File: src/rtl/core/wseo_pkg.sv
// ----------------------------------------------------------------------------
// wseo_pkg
// Types and constants for the extension offer parser: beat payloads, offer
// prefix, parameter names and header flag positions.
// ----------------------------------------------------------------------------
package wseo_pkg;

    // default cap on header value length in bytes
    localparam int WSEO_MAX_VALUE_BYTES = 1023;

    // offer prefix
    localparam int                    PREFIX_LEN = 18;
    localparam logic [8*PREFIX_LEN-1:0] PREFIX_STR = "permessage-deflate";

    // parameter names, right-justified in a common width
    localparam int NAME_CNT = 4;
    localparam int NAME_MAX = 26;
    localparam logic [8*NAME_MAX-1:0] NAME_STR [NAME_CNT] = '{
        {"client_no", "_context_takeover"},
        {"server_no", "_context_takeover"},
        {"server_max", "_window_bits"},
        {"client_max", "_window_bits"}
    };
    localparam logic [4:0] NAME_LEN [NAME_CNT] = '{5'd26, 5'd26, 5'd22, 5'd22};

    // name indexes
    localparam logic [2:0] NM_CNT   = 3'd0;
    localparam logic [2:0] NM_SNT   = 3'd1;
    localparam logic [2:0] NM_SBITS = 3'd2;
    localparam logic [2:0] NM_CBITS = 3'd3;
    localparam logic [2:0] NM_NONE  = 3'd4;

    // header flag bit positions
    localparam int FL_DEFLATE = 0;
    localparam int FL_CNT     = 1;
    localparam int FL_SNT     = 2;
    localparam int FL_SBITS   = 3;
    localparam int FL_CBITS   = 4;

    // window bits range that sets a flag
    localparam logic [7:0] WBITS_MIN = 8'd8;
    localparam logic [7:0] WBITS_MAX = 8'd15;
    localparam logic [7:0] SAT_MAX   = 8'd255;

    // characters
    localparam logic [7:0] CH_COMMA = 8'h2c;
    localparam logic [7:0] CH_SEMI  = 8'h3b;
    localparam logic [7:0] CH_EQ    = 8'h3d;
    localparam logic [7:0] CH_ZERO  = 8'h30;
    localparam logic [7:0] CH_NINE  = 8'h39;
    localparam logic [7:0] CH_SPACE = 8'h20;
    localparam logic [7:0] CH_TAB   = 8'h09;
    localparam logic [7:0] CH_CR    = 8'h0d;
    localparam logic [7:0] CH_NUL   = 8'h00;

    typedef struct packed {
        logic [7:0] value_byte;
        logic       last_byte;
    } t_wseo_in;

    typedef struct packed {
        logic       deflate_offered;
        logic       client_no_takeover;
        logic       server_no_takeover;
        logic       server_bits_flag;
        logic       client_bits_flag;
        logic [7:0] server_bits_value;
        logic [7:0] client_bits_value;
    } t_wseo_out;

endpackage

File: src/rtl/core/websocket_extension_offer_parser.sv
// ----------------------------------------------------------------------------
// websocket_extension_offer_parser
// Scans one Sec-WebSocket-Extensions header value for a permessage-deflate
// offer and its parameters.
// ----------------------------------------------------------------------------
// usage
//   input channel: one header byte per beat, last_byte marks the final byte
//   of a header value; a zero byte ends the scan, and later bytes, like any
//   byte past MAX_VALUE_BYTES, are ignored up to the last byte
//   output channel: exactly one result beat per header, built from the last
//   input beat; no beat for other bytes
//   throughput: one input beat per cycle while input is not held off (see stall); every byte goes through
//   one pass of matching logic from the scan registers back into them
//   latency: the result is valid in the cycle after the last byte is taken
//   stall: the result sits in the output register; input beats are held off
//   only while that register is full and the receiver is not taking it
//   reset: scan state clears to start of offer, flags clear, both stored
//   window values clear to zero, output register empties
//   stored window values persist across headers; flags clear after each one
// ----------------------------------------------------------------------------
module websocket_extension_offer_parser #(
    parameter int MAX_VALUE_BYTES = wseo_pkg::WSEO_MAX_VALUE_BYTES
) (
    input  logic                i_clk,
    input  logic                i_rst_n,
    input  logic                i_in_valid,
    output logic                o_in_ready,
    input  wseo_pkg::t_wseo_in  i_in_data,
    output logic                o_out_valid,
    input  logic                i_out_ready,
    output wseo_pkg::t_wseo_out o_out_data
);
    import wseo_pkg::*;

    localparam int CNT_W = $clog2(MAX_VALUE_BYTES + 1);

    typedef enum logic [3:0] {
        PH_OFFER     = 4'd0,
        PH_PREFIX    = 4'd1,
        PH_SKIPOFFER = 4'd2,
        PH_AFTER     = 4'd3,
        PH_PSTART    = 4'd4,
        PH_PNAME     = 4'd5,
        PH_PTRAIL    = 4'd6,
        PH_PVAL      = 4'd7,
        PH_PVALEND   = 4'd8,
        PH_PSKIP     = 4'd9,
        PH_DONE      = 4'd10
    } t_phase;

    typedef struct packed {
        t_phase     phase;
        logic [4:0] pos;    // match position in prefix or name
        logic [3:0] mask;   // live parameter names
        logic [4:0] flags;
        logic [7:0] acc;    // digit accumulator
        logic [7:0] sst;    // server window bits store
        logic [7:0] cst;    // client window bits store
    } t_scan;

    t_scan            r_scan, n_scan;
    logic [CNT_W-1:0] r_cnt,  n_cnt;
    logic             r_out_valid;
    t_wseo_out        r_out,  n_out;
    logic             w_in_acc;
    logic             w_take;

    // ------------------------------------------------------------------
    // character helpers
    // ------------------------------------------------------------------
    function automatic logic is_ws(input logic [7:0] c);
        return (c == CH_SPACE) || (c >= CH_TAB && c <= CH_CR);
    endfunction

    function automatic logic [7:0] prefix_char(input logic [4:0] p);
        int idx;
        idx = (int'(p) < PREFIX_LEN) ? PREFIX_LEN - 1 - int'(p) : 0;
        return PREFIX_STR[8*idx +: 8];
    endfunction

    function automatic logic [7:0] name_char(input logic [1:0] k, input logic [4:0] p);
        int idx;
        idx = (p < NAME_LEN[k]) ? int'(NAME_LEN[k]) - 1 - int'(p) : 0;
        return NAME_STR[k][8*idx +: 8];
    endfunction

    // lowest live name whose full length has been matched
    function automatic logic [2:0] full_name(input t_scan s);
        logic [2:0] k;
        k = NM_NONE;
        for (int i = NAME_CNT - 1; i >= 0; i--) begin
            if (s.mask[i] && NAME_LEN[i] == s.pos) begin
                k = 3'(i);
            end
        end
        return k;
    endfunction

    // ------------------------------------------------------------------
    // parameter close: record a bare name or a window value
    // ------------------------------------------------------------------
    function automatic t_scan close_param(input t_scan s);
        t_scan      r;
        logic [2:0] k;
        logic       ok;
        r  = s;
        k  = full_name(s);
        ok = (s.acc >= WBITS_MIN) && (s.acc <= WBITS_MAX);
        if (s.phase == PH_PNAME || s.phase == PH_PTRAIL) begin
            if (k == NM_CNT) begin
                r.flags[FL_CNT] = 1'b1;
            end else if (k == NM_SNT) begin
                r.flags[FL_SNT] = 1'b1;
            end else if (k == NM_SBITS) begin
                r.flags[FL_SBITS] = 1'b1;
                r.sst = '0;
            end else if (k == NM_CBITS) begin
                r.flags[FL_CBITS] = 1'b1;
                r.cst = '0;
            end
        end else if (s.phase == PH_PVAL || s.phase == PH_PVALEND) begin
            if (k == NM_SBITS) begin
                r.sst = s.acc;
                if (ok) begin
                    r.flags[FL_SBITS] = 1'b1;
                end
            end else if (k == NM_CBITS) begin
                r.cst = s.acc;
                if (ok) begin
                    r.flags[FL_CBITS] = 1'b1;
                end
            end
        end
        return r;
    endfunction

    // narrow the live names by one character
    function automatic t_scan start_name(input t_scan s, input logic [7:0] c);
        t_scan      r;
        logic [3:0] keep;
        r = s;
        for (int k = 0; k < NAME_CNT; k++) begin
            keep[k] = s.mask[k] && (s.pos < NAME_LEN[k]) && (name_char(2'(k), s.pos) == c);
        end
        r.mask  = keep;
        r.pos   = s.pos + 5'd1;
        r.phase = (keep != '0) ? PH_PNAME : PH_PSKIP;
        return r;
    endfunction

    function automatic t_scan in_param(input t_scan s, input logic [7:0] c);
        t_scan       r;
        logic [2:0]  k;
        logic [11:0] v;
        r = s;
        k = full_name(s);
        v = 12'(s.acc) * 12'd10 + 12'(c - CH_ZERO);
        if (c == CH_SEMI || c == CH_COMMA) begin
            r       = close_param(s);
            r.phase = (c == CH_SEMI) ? PH_PSTART : PH_DONE;
        end else begin
            unique case (s.phase)
                PH_PSTART: begin
                    if (!is_ws(c)) begin
                        r.mask = '1;
                        r.pos  = '0;
                        r      = start_name(r, c);
                    end
                end
                PH_PNAME: begin
                    if (k != NM_NONE && is_ws(c)) begin
                        r.phase = PH_PTRAIL;
                    end else if ((k == NM_SBITS || k == NM_CBITS) && c == CH_EQ) begin
                        r.acc   = '0;
                        r.phase = PH_PVAL;
                    end else begin
                        r = start_name(s, c);
                    end
                end
                PH_PTRAIL: begin
                    if (!is_ws(c)) begin
                        r.phase = PH_PSKIP;
                    end
                end
                PH_PVAL: begin
                    if (c >= CH_ZERO && c <= CH_NINE) begin
                        r.acc = (v > 12'(SAT_MAX)) ? SAT_MAX : v[7:0];
                    end else begin
                        r.phase = PH_PVALEND;
                    end
                end
                default: begin
                end
            endcase
        end
        return r;
    endfunction

    function automatic t_scan take_byte(input t_scan s, input logic [7:0] c);
        t_scan r;
        r = s;
        unique case (s.phase)
            PH_OFFER: begin
                if (c != CH_COMMA && !is_ws(c)) begin
                    if (c == prefix_char(5'd0)) begin
                        r.pos   = 5'd1;
                        r.phase = PH_PREFIX;
                    end else begin
                        r.phase = PH_SKIPOFFER;
                    end
                end
            end
            PH_PREFIX: begin
                if (int'(s.pos) < PREFIX_LEN && c == prefix_char(s.pos)) begin
                    r.pos = s.pos + 5'd1;
                    if (int'(r.pos) == PREFIX_LEN) begin
                        r.flags[FL_DEFLATE] = 1'b1;
                        r.phase             = PH_AFTER;
                    end
                end else begin
                    r.phase = (c == CH_COMMA) ? PH_OFFER : PH_SKIPOFFER;
                end
            end
            PH_SKIPOFFER: begin
                if (c == CH_COMMA) begin
                    r.phase = PH_OFFER;
                end
            end
            PH_AFTER: begin
                r.phase = (c == CH_SEMI) ? PH_PSTART : PH_DONE;
            end
            PH_DONE: begin
            end
            default: begin
                r = in_param(s, c);
            end
        endcase
        return r;
    endfunction

    // ------------------------------------------------------------------
    // handshake: hold off input only while a result is stuck
    // ------------------------------------------------------------------
    assign o_in_ready  = !r_out_valid || i_out_ready;
    assign w_in_acc    = i_in_valid && o_in_ready;
    assign o_out_valid = r_out_valid;
    assign o_out_data  = r_out;

    // byte is scanned unless the string already ended or is overlong
    assign w_take = (r_scan.phase != PH_DONE) && (r_cnt < CNT_W'(MAX_VALUE_BYTES));

    // ------------------------------------------------------------------
    // single pass per beat
    // ------------------------------------------------------------------
    always_comb begin
        t_scan s;
        s     = r_scan;
        n_cnt = r_cnt;
        n_out = r_out;
        if (w_in_acc) begin
            if (w_take) begin
                n_cnt = r_cnt + CNT_W'(1);
                if (i_in_data.value_byte == CH_NUL) begin
                    s       = close_param(s);
                    s.phase = PH_DONE;
                end else begin
                    s = take_byte(s, i_in_data.value_byte);
                end
            end
            if (i_in_data.last_byte) begin
                // close any open parameter, then report
                if (s.phase != PH_DONE) begin
                    s       = close_param(s);
                    s.phase = PH_DONE;
                end
                n_out.deflate_offered    = s.flags[FL_DEFLATE];
                n_out.client_no_takeover = s.flags[FL_CNT];
                n_out.server_no_takeover = s.flags[FL_SNT];
                n_out.server_bits_flag   = s.flags[FL_SBITS];
                n_out.client_bits_flag   = s.flags[FL_CBITS];
                n_out.server_bits_value  = s.sst;
                n_out.client_bits_value  = s.cst;
                // header state back to start; stores persist
                s.phase = PH_OFFER;
                s.pos   = '0;
                s.mask  = '1;
                s.flags = '0;
                s.acc   = '0;
                n_cnt   = '0;
            end
        end
        n_scan = s;
    end

    always_ff @(posedge i_clk) begin
        if (!i_rst_n) begin
            r_scan.phase <= PH_OFFER;
            r_scan.pos   <= '0;
            r_scan.mask  <= '1;
            r_scan.flags <= '0;
            r_scan.acc   <= '0;
            r_scan.sst   <= '0;
            r_scan.cst   <= '0;
            r_cnt        <= '0;
            r_out_valid  <= 1'b0;
        end else begin
            r_scan <= n_scan;
            r_cnt  <= n_cnt;
            if (w_in_acc && i_in_data.last_byte) begin
                r_out_valid <= 1'b1;
            end else if (i_out_ready) begin
                r_out_valid <= 1'b0;
            end
        end
        r_out <= n_out;
    end

    // ------------------------------------------------------------------
    // checks
    // ------------------------------------------------------------------
    a_ready_only_blocked_by_result: assert property (
        @(posedge i_clk) disable iff (!i_rst_n)
        !o_in_ready |-> o_out_valid
    ) else $error("input held off with no pending result");

    a_last_gives_result: assert property (
        @(posedge i_clk) disable iff (!i_rst_n)
        (w_in_acc && i_in_data.last_byte) |=> (o_out_valid && r_scan.flags == '0 && r_cnt == '0)
    ) else $error("last byte did not report and clear header state");

    a_result_from_last: assert property (
        @(posedge i_clk) disable iff (!i_rst_n)
        $rose(o_out_valid) |-> $past(w_in_acc && i_in_data.last_byte)
    ) else $error("result appeared without a last byte");

    a_params_need_deflate: assert property (
        @(posedge i_clk) disable iff (!i_rst_n)
        (r_scan.flags[FL_CBITS:FL_CNT] != '0) |-> r_scan.flags[FL_DEFLATE]
    ) else $error("parameter flag set without a deflate offer");

endmodule

File: config.mk
export PLATFORM = sky130hd
export DESIGN_NAME = websocket_extension_offer_parser
export DESIGN_NICKNAME = d
export VERILOG_FILES = /design/src/rtl/core/wseo_pkg.sv /design/src/rtl/core/websocket_extension_offer_parser.sv
export SDC_FILE = /design/constraint.sdc
export NUM_CORES = 1
export LEC_CHECK = 0
export ABC_AREA = 1
export BUFFER_PORTS_ARGS = -buffer_cell sky130_fd_sc_hd__buf_2
export CORE_ASPECT_RATIO = 0.9
export CORE_MARGIN = 4
export CORE_UTILIZATION = 60
export DETAILED_ROUTE_END_ITERATION = 8
export PLACE_DENSITY = 0.8
export RECOVER_POWER = 25
export SKIP_CTS_REPAIR_TIMING = 1
export SYNTH_ARGS = -nofsm -noshare
export SYNTH_HDL_FRONTEND = slang
export SYNTH_SLANG_ARGS = --single-unit
export TNS_END_PERCENT = 1
File: constraint.sdc
create_clock -name i_clk -period 4.48 [get_ports i_clk]
set_input_delay 0 -clock i_clk [delete_from_list [all_inputs] [get_ports i_clk]]
set_output_delay 0 -clock i_clk [all_outputs]
set_load 0.05 [all_outputs]
==> flow_summary.json, run 1 <==
{
  "synthCells": 1337,
  "p_total_mw": 1.64,
  "post-synth-top-count-cell": "nand2_1",
  "top_level_ports": 36,
  "viasPerCell": 6.03,
  "ir_worst_vdd_mv": 0.205,
  "tns_ns": 0,
  "grtUsageTotal": 0.325,
  "cpMostUsedCell": "nand2_1",
  "endpoint_kind": "flop",
  "worstMarginPinSlew_ns": 0.921,
  "synth.top_cells.by_area": "nand2_1, dfxtp_1, nand3_1",
  "min_path_type": "input pin to flop",
  "use_met1": 0.504,
  "layout-drive-gt1-share": 0.0914,
  "leakage_nw": 4.21,
  "start_kind": "flop",
  "outcome": "completed",
  "grt_util_met2": 0.474,
  "dr.pass1.iters": 6,
  "die_h_um": 118,
  "worst_slack_ns": 0.287,
  "place_hpwl_um": 19300,
  "drc_errors": 0,
  "min_period_ns": 4.19,
  "async_flop_share": 0,
  "clk_latency_ns": 0.34,
  "start_util": 0.621,
  "powerDensity_nw_per_um2": 189,
  "synth_commonest_cells": "nand2_1, nand3_1, inv_1, nor2_1, a21oi_1",
  "finalInstanceArea_um2": 8670,
  "hold_viol": 0,
  "rsz0062_at_grt": "false",
  "syn_area_per_cell_um2": 5.98,
  "synth_top_area_frac": 0.195,
  "drt-initial-drc-count": 1362,
  "crit_path_cell_trace": "buf_4 -> ha_1 -> nand4_2 -> nand2_1 -> nand2_1 -> a21oi_1 -> nand2_1 -> nand3_1 -> nand2_1 -> nor2_1 -> nand3_1 -> nor2_1 -> nand2_1 -> nand2_1 -> o21bai_1 -> nand2_1 -> nand2_1 -> nand2_1 -> nand2_1 -> nand2_1 -> nand3b_2 -> inv_2 -> nand2_2 -> and3_1",
  "worstPathRequired_ns": 4.57,
  "yosys.cell_types.count": 57,
  "first_global_vias": 8051,
  "area_growth_pct": 8.41,
  "cts_tree": "yes",
  "setup_viol": 0,
  "slew_headroom": 0.384,
  "max_stage_delay_ns": 0.47,
  "top_usage_layer": "met1",
  "clk_pin_slew_ns": 0.06,
  "cap_viol_max_count": 0,
  "antenna_found_initial": 0,
  "cts_root_buf": "clkbuf_16",
  "rows": 39,
  "worst_ep_arrival_time_ns": 4.28,
  "clockBufferDepth": 2,
  "ys.flop_type": "dfxtp_1",
  "nets": 1423,
  "syn-num-nets": 1386,
  "fmax_ghz": 0.239,
  "path_max_fanout": 17,
  "dr_total_vias": 9302,
  "post-route-period-util": 0.936,
  "dpl_cell_area_um2": 8340,
  "grt_max_degree": 38,
  "yosysSeqAreaShare": 0.211,
  "antenna_cells": 0,
  "synth_area_um2": 8000,
  "synth.ff_latch_count": 74,
  "ant_nets": 0,
  "numCtsBuffers": 9,
  "cts.sinks": 74,
  "routedWlPerCell_um": 16.5,
  "synth_area_leader_cell": "nand2_1",
  "whs_ns": 0.0298,
  "yosys_warnings": 0,
  "grt_pass1_wl_um": 40900,
  "io_buffers": 35,
  "core-area_um2": 12900,
  "dieArea_um2": 15200,
  "overflow": 0,
  "h-tree-depth": 3,
  "slew_viol_final": 0,
  "routed_wl_um": 25400,
  "gp_congestion": 0.989,
  "fin_skew_ns": 0.00890,
  "use_met3": 0.0567,
  "crit_slowest_cell": "dfxtp_1",
  "worst-setup-path-type": "flop to flop",
  "die_w_um": 130,
  "synth-edff-count": 21,
  "post-place-ws_ns": 0.156
}
-- sequential cells by signal, indices dropped and copies added, names as in the netlist --
name,count
r_scan,42
o_out_valid,1
r_cnt,10
o_out_data,21
-- where the power goes --
part / switching [mW] / internal, mW
Clock: 0.307 / 0.436
Combinational: 0.143 / 0.0466
Sequential: 0.00827 / 0.697
Total: 0.458 / 1.18
-- stage by stage --
stage | util | instances
after detailed placement | 0.647 | 1523
final | 0.673 | 1543
after floorplan | - | 1337
after global routing | 0.673 | 1543
after CTS | 0.671 | 1539
after global placement | 0.647 | 1523
-- cell usage in the layout, fill, tap and decap left out, types with 25 or more instances in the layout --
master   netlist  routed
nand3_1      136     136
dfxtp_1       53      51
nand4_1       31      31
o21ai_0       75      73
a21oi_1       99      99
ha_1          34      33
nand2_1      415     413
inv_1        131     130
buf_4          2      25
nor2_1       115     113
-- final timing paths --
path / to / depth (start not counted) / slack, ns / start
worst min-delay path: o_out_valid / 6 / 0.03 / i_out_ready
worst min register to register: r_cnt[7] / 2 / 0.46 / r_cnt[7]
worst max register to register: o_out_data[10] / 24 / 0.29 / r_scan[35]
worst max-delay path: o_out_data[10] / 24 / 0.29 / r_scan[35]
-- worst max-delay path: cells and delay by family (launching register included) --
kind            cells  cell delay (ns)
flops               1             0.47
compound gates      2             0.24
buf+inv             2             0.34
fa+ha+maj           1             0.23
simple gates       19             2.64
-- metal layers --
| metal | vias up | wire length, um |
|---|---|---|
| met5 | - | 0 |
| met4 | 0 | 406 |
| met3 | 42 | 2440 |
| met2 | 497 | 10900 |
| met1 | 4226 | 11600 |
| li1 | 4537 | - |
-- layout make-up --
cell class | count | area [um2]
Inverter | 151 | 573
Clock buffer | 9 | 225
Tap cell | 164 | 205
Clock inverter | 7 | 75.1
Fill cell | 1247 | 4210
Sequential cell | 74 | 1690
Timing Repair inverter | 1 | 5.00
Timing Repair Buffer | 61 | 344
Multi-Input combinational cell | 1076 | 5550
-- cell families (layout without fill, tap and decap cells) --
kind of cell | after synthesis | in the layout | share of synthesized area
flops | 74 | 74 | 0.211
xor+xnor | 24 | 24 | 0.0263
simple gates | 785 | 785 | 0.445
compound gates | 231 | 231 | 0.161
buf+inv | 187 | 229 | 0.0985
fa+ha+maj | 36 | 36 | 0.0582
No activity file was read; power rests on OpenSTA's default activity.
==> run 2: changes to the inputs <==
Settings changed: CTS_BUF_LIST set to sky130_fd_sc_hd__clkbuf_4 sky130_fd_sc_hd__clkbuf_8, REMOVE_ABC_BUFFERS set to 1.
Clock period 4.48 ns to 5.4 ns, I/O delays scaled along.
==> run 2 against run 1 <==
Against the previous run: the run now ends with capacitance limit, slew limit left; core utilization decreased by 2.3 points; count of clock-buffer cells in the layout increased by 3; critical path type unchanged; wire length decreased by 5.0%; die area unchanged; largest power group is now registers; critical endpoint is now r_cnt[9].
==> flow_summary.json, run 2 (synthesized netlist as in run 1, its figures left out) <==
{
  "viasPerCell": 6.00,
  "regMostFlops": "r_scan",
  "fmax_ghz": 0.220,
  "min_period_ns": 4.55,
  "routedWlPerCell_um": 15.9,
  "top_level_ports": 36,
  "setup_viol": 0,
  "worst_ep_arrival_time_ns": 4.84,
  "endpoint_kind": "flop",
  "power_switching_mw": 0.332,
  "slew_headroom": -0.851,
  "cts.sinks": 74,
  "gp_congestion": 1.05,
  "worstPathRequired_ns": 5.69,
  "grt_pass1_wl_um": 39800,
  "r2r_start": "o_out_valid",
  "reg2reg_to": "r_cnt[9]",
  "holdCritStartpoint": "i_out_ready",
  "antenna_cells": 0,
  "powerDensity_nw_per_um2": 141,
  "place_hpwl_um": 18300,
  "seq_power_share": 0.494,
  "final_common_cell": "nand2_1",
  "hold_end": "o_out_valid",
  "rows": 39,
  "dr_total_vias": 9123,
  "reg2reg_slack_ns": 0.85,
  "fin_skew_ns": 0.00816,
  "rsz0062_at_grt": "false",
  "switching_share": 0.281,
  "clk_latency_ns": 0.36,
  "clockBufferDepth": 2,
  "worst-setup-path-type": "flop to flop",
  "numCtsBuffers": 9,
  "slew_viol_final": 39,
  "area_growth_pct": 4.68,
  "first_global_vias": 8070,
  "clk_pin_slew_ns": 0.07,
  "core-area_um2": 12900,
  "ant_nets": 0,
  "leakage_nw": 4.07,
  "io_buffers": 35,
  "die_h_um": 118,
  "overflow": 0,
  "grtUsageTotal": 0.315,
  "tns_ns": 0,
  "start_kind": "flop",
  "hold_depth": 6,
  "clockPowerShare": 0.377,
  "min_path_type": "input pin to flop",
  "cts_root_buf": "clkbuf_8",
  "h-tree-depth": 3,
  "post-route-period-util": 0.843,
  "dieArea_um2": 15200,
  "ir_worst_vdd_mv": 0.144,
  "outcome": "complete, but fails checks",
  "largest_register_ffs": 42,
  "antenna_found_initial": 0,
  "die_w_um": 130,
  "internal_power_mw": 0.852,
  "final_util": 0.650,
  "r2r_cells": 14,
  "mostFrequentLayoutCells": "nand2_1, nand3_1, inv_1",
  "dr.pass1.iters": 9,
  "layout-drive-gt1-share": 0.0693,
  "routed_wl_um": 24100,
  "nets": 1401,
  "path_max_fanout": 44,
  "cap_viol_max_count": 1,
  "start_util": 0.621,
  "cts_tree": "yes",
  "grt_max_degree": 45,
  "hold_viol": 0,
  "comb_power_share": 0.129,
  "worstMarginPinSlew_ns": 2.77,
  "drc_errors": 0,
  "drt-initial-drc-count": 1343,
  "violations": "capacitance limit, slew limit"
}
-- run 2: worst max-delay path, cell delays in order (launching register included) --
cell	delay, ns
dfxtp_1	0.31
nand2_1	0.10
nand2_1	0.06
buf_4	0.28
nor2_1	2.07
inv_1	0.30
nand2_1	0.26
inv_1	0.13
nor2_1	0.14
nand3_1	0.13
nor2_1	0.22
nand2_1	0.11
nor2_1	0.12
o21ai_0	0.09
a21oi_1	0.14
-- run 2: power groups by stage --
stage                     clock, mW  combinational [mW]  sequential (mW)
after floorplan                   0              0.0835            0.615
after global placement            0               0.149            0.597
after detailed placement          0               0.151            0.597
after CTS                     0.452               0.152            0.584
after global routing          0.477               0.166            0.586
final                         0.447               0.153            0.585
-- run 2: cell type report --
type	count	area, um2
Multi-Input combinational cell	1076	5520
Fill cell	1285	4510
Sequential cell	74	1690
Inverter	151	569
Tap cell	164	205
Timing Repair Buffer	40	186
Clock buffer	12	153
Clock inverter	4	51.3
-- run 2: worst max path at each step --
stage / to / start
after global placement: o_out_data[17] / r_scan[19]
after detailed placement: o_out_data[17] / r_scan[19]
final: r_cnt[9] / o_out_valid
after global routing: r_cnt[9] / o_out_valid
after floorplan: r_cnt[9] / o_out_valid
after CTS: o_out_data[17] / r_scan[19]
-- run 2: metal layers --
metal / wire length [um] / vias to the layer above / global-route usage / share of wire
met5: 0 / - / 0 / 0
li1: - / 4471 / - / -
met4: 640 / 0 / 0.0838 / 0.027
met1: 10700 / 4097 / 0.466 / 0.44
met3: 2610 / 63 / 0.0635 / 0.11
met2: 10200 / 492 / 0.463 / 0.42
-- run 2: through the flow --
| step | instances | worst slack (ns) | hold slack, ns | area, um2 | power [mW] |
|---|---|---|---|---|---|
| finish | 1521 | 0.846 | 0.0248 | 8380 | 1.18 |
| global route | 1521 | 0.336 | 0.0612 | 8380 | 1.23 |
| CTS | 1520 | 0.989 | -0.145 | 8400 | 1.19 |
| detailed placement | 1504 | 1.03 | 0.229 | 8200 | 0.748 |
| global placement | 1504 | 1.13 | 0.225 | 8200 | 0.747 |
| floorplan | 1301 | 1.41 | 0.0976 | 7780 | 0.699 |
==> run 3: changes to the inputs <==
Clock period 5.4 ns to 4.4 ns, I/O delays scaled along.
==> run 3 against run 2 <==
Against the previous run: critical endpoint is now o_out_data[17]; combinational power increased by 26%; setup slack got worse by 0.54 ns; the flow now finishes without violations; critical path depth increased by 8.
==> flow_summary.json, run 3 (synthesized netlist as in run 1, its figures left out) <==
{
  "dieArea_um2": 15200,
  "rsz0062_at_grt": "false",
  "routedWlPerCell_um": 16.4,
  "top_level_ports": 36,
  "fmax_ghz": 0.244,
  "cts_root_buf": "clkbuf_8",
  "worst-setup-path-type": "flop to flop",
  "numCtsBuffers": 9,
  "min_path_type": "input pin to flop",
  "setup_viol": 0,
  "grt_util_met2": 0.466,
  "p_total_mw": 1.52,
  "rows": 39,
  "routed_wl_um": 25300,
  "antenna_found_initial": 0,
  "hold_viol": 0,
  "worst_ep_arrival_time_ns": 4.27,
  "endpoint_kind": "flop",
  "grtUsageTotal": 0.326,
  "leakage_nw": 4.17,
  "worstMarginPinSlew_ns": 1.18,
  "clk_latency_ns": 0.37,
  "fin_skew_ns": 0.0176,
  "grt_max_degree": 44,
  "top_usage_layer": "met1",
  "h-tree-depth": 3,
  "drc_errors": 0,
  "cts.sinks": 74,
  "finalInstanceArea_um2": 8630,
  "crit_path_cell_trace": "ha_1 -> ha_1 -> inv_1 -> fa_1 -> o21ai_2 -> xnor2_1 -> inv_1 -> ha_1 -> a21oi_1 -> o21ai_1 -> nand2_1 -> nand2_1 -> a21oi_1 -> xor2_1 -> nand2_2 -> nor2_4 -> nand2_1 -> nand2_1 -> nand2_1 -> nor3_1 -> nand3_1 -> o211ai_1",
  "post-route-period-util": 0.930,
  "gp_congestion": 0.991,
  "ant_nets": 0,
  "start_util": 0.621,
  "crit_slowest_cell": "fa_1",
  "place_hpwl_um": 19100,
  "nets": 1426,
  "post-place-ws_ns": -0.0579,
  "cpMostUsedCell": "nand2_1",
  "max_stage_delay_ns": 0.42,
  "path_max_fanout": 7,
  "clockBufferDepth": 2,
  "final_common_cell": "nand2_1",
  "layout-drive-gt1-share": 0.0955,
  "cap_viol_max_count": 0,
  "grt_pass1_wl_um": 40800,
  "use_met1": 0.493,
  "area_growth_pct": 7.85,
  "first_global_vias": 8094,
  "largest_register_ffs": 42,
  "viasPerCell": 5.99,
  "worstPathRequired_ns": 4.58,
  "slew_headroom": 0.206,
  "ir_worst_vdd_mv": 0.202,
  "min_period_ns": 4.09,
  "use_met3": 0.0726,
  "clk_pin_slew_ns": 0.08,
  "io_buffers": 35,
  "die_w_um": 130,
  "fill_cells": 1231,
  "outcome": "completed",
  "worst_slack_ns": 0.306,
  "drt-initial-drc-count": 1185,
  "tns_ns": 0,
  "dr.pass1.iters": 6,
  "regMostFlops": "r_scan",
  "slew_viol_final": 0,
  "antenna_cells": 0,
  "start_kind": "flop",
  "dpl_cell_area_um2": 8380,
  "dr_total_vias": 9254,
  "cts_tree": "yes",
  "overflow": 0,
  "core-area_um2": 12900,
  "die_h_um": 118,
  "powerDensity_nw_per_um2": 176,
  "mostFrequentLayoutCells": "nand2_1, nand3_1, inv_1"
}
## run 3: final timing paths
check / slack (ns) / depth (start not counted) / to / from
setup reg to reg: 0.31 / 22 / o_out_data[17] / r_scan[19]
setup / recovery: 0.31 / 22 / o_out_data[17] / r_scan[19]
hold reg to reg: 0.46 / 2 / r_cnt[7] / r_cnt[7]
hold / removal: 0.006 / 6 / o_out_valid / i_out_ready
## run 3: where the power goes
part           switching (mW)  leakage [nW]  internal, mW
Clock                   0.280         0.108         0.328
Sequential            0.00892         0.635         0.709
Combinational           0.145          3.43        0.0483
## run 3: critical path: cells and delay by family, from the launching register on
kind                       cells  cell delay (ns)
AOI/OAI and AO/OA              5             0.88
xor gates and xnor gates       2             0.34
adders and majority gates      4             1.18
buffers and inverters          2             0.13
DFF                            1             0.38
and+or+nand+nor                9             1.00
## run 3: metrics by stage
stage	hold WS [ns]	instances	utilization
floorplan	0.0976	1301	-
global placement	0.221	1528	0.650
detailed placement	0.224	1528	0.650
CTS	-0.159	1544	0.667
global route	0.0381	1546	0.670
finish	0.00635	1546	0.670
## run 3: layer usage
| metal | share of wire | up-vias |
|---|---|---|
| li1 | - | 4530 |
| met5 | 0 | - |
| met3 | 0.11 | 37 |
| met4 | 0.014 | 0 |
| met1 | 0.44 | 4185 |
| met2 | 0.43 | 502 |
## run 3: cell type report
cell class | instances | area [um2] | share of cell area
clock buffers | 10 | 131 | 0.0152
inverters | 151 | 569 | 0.0660
clock inverters | 6 | 88.8 | 0.0103
flip-flops and latches | 74 | 1700 | 0.197
well taps | 164 | 205 | 0.0238
multi-input cells | 1076 | 5560 | 0.644
repair buffers | 65 | 374 | 0.0434
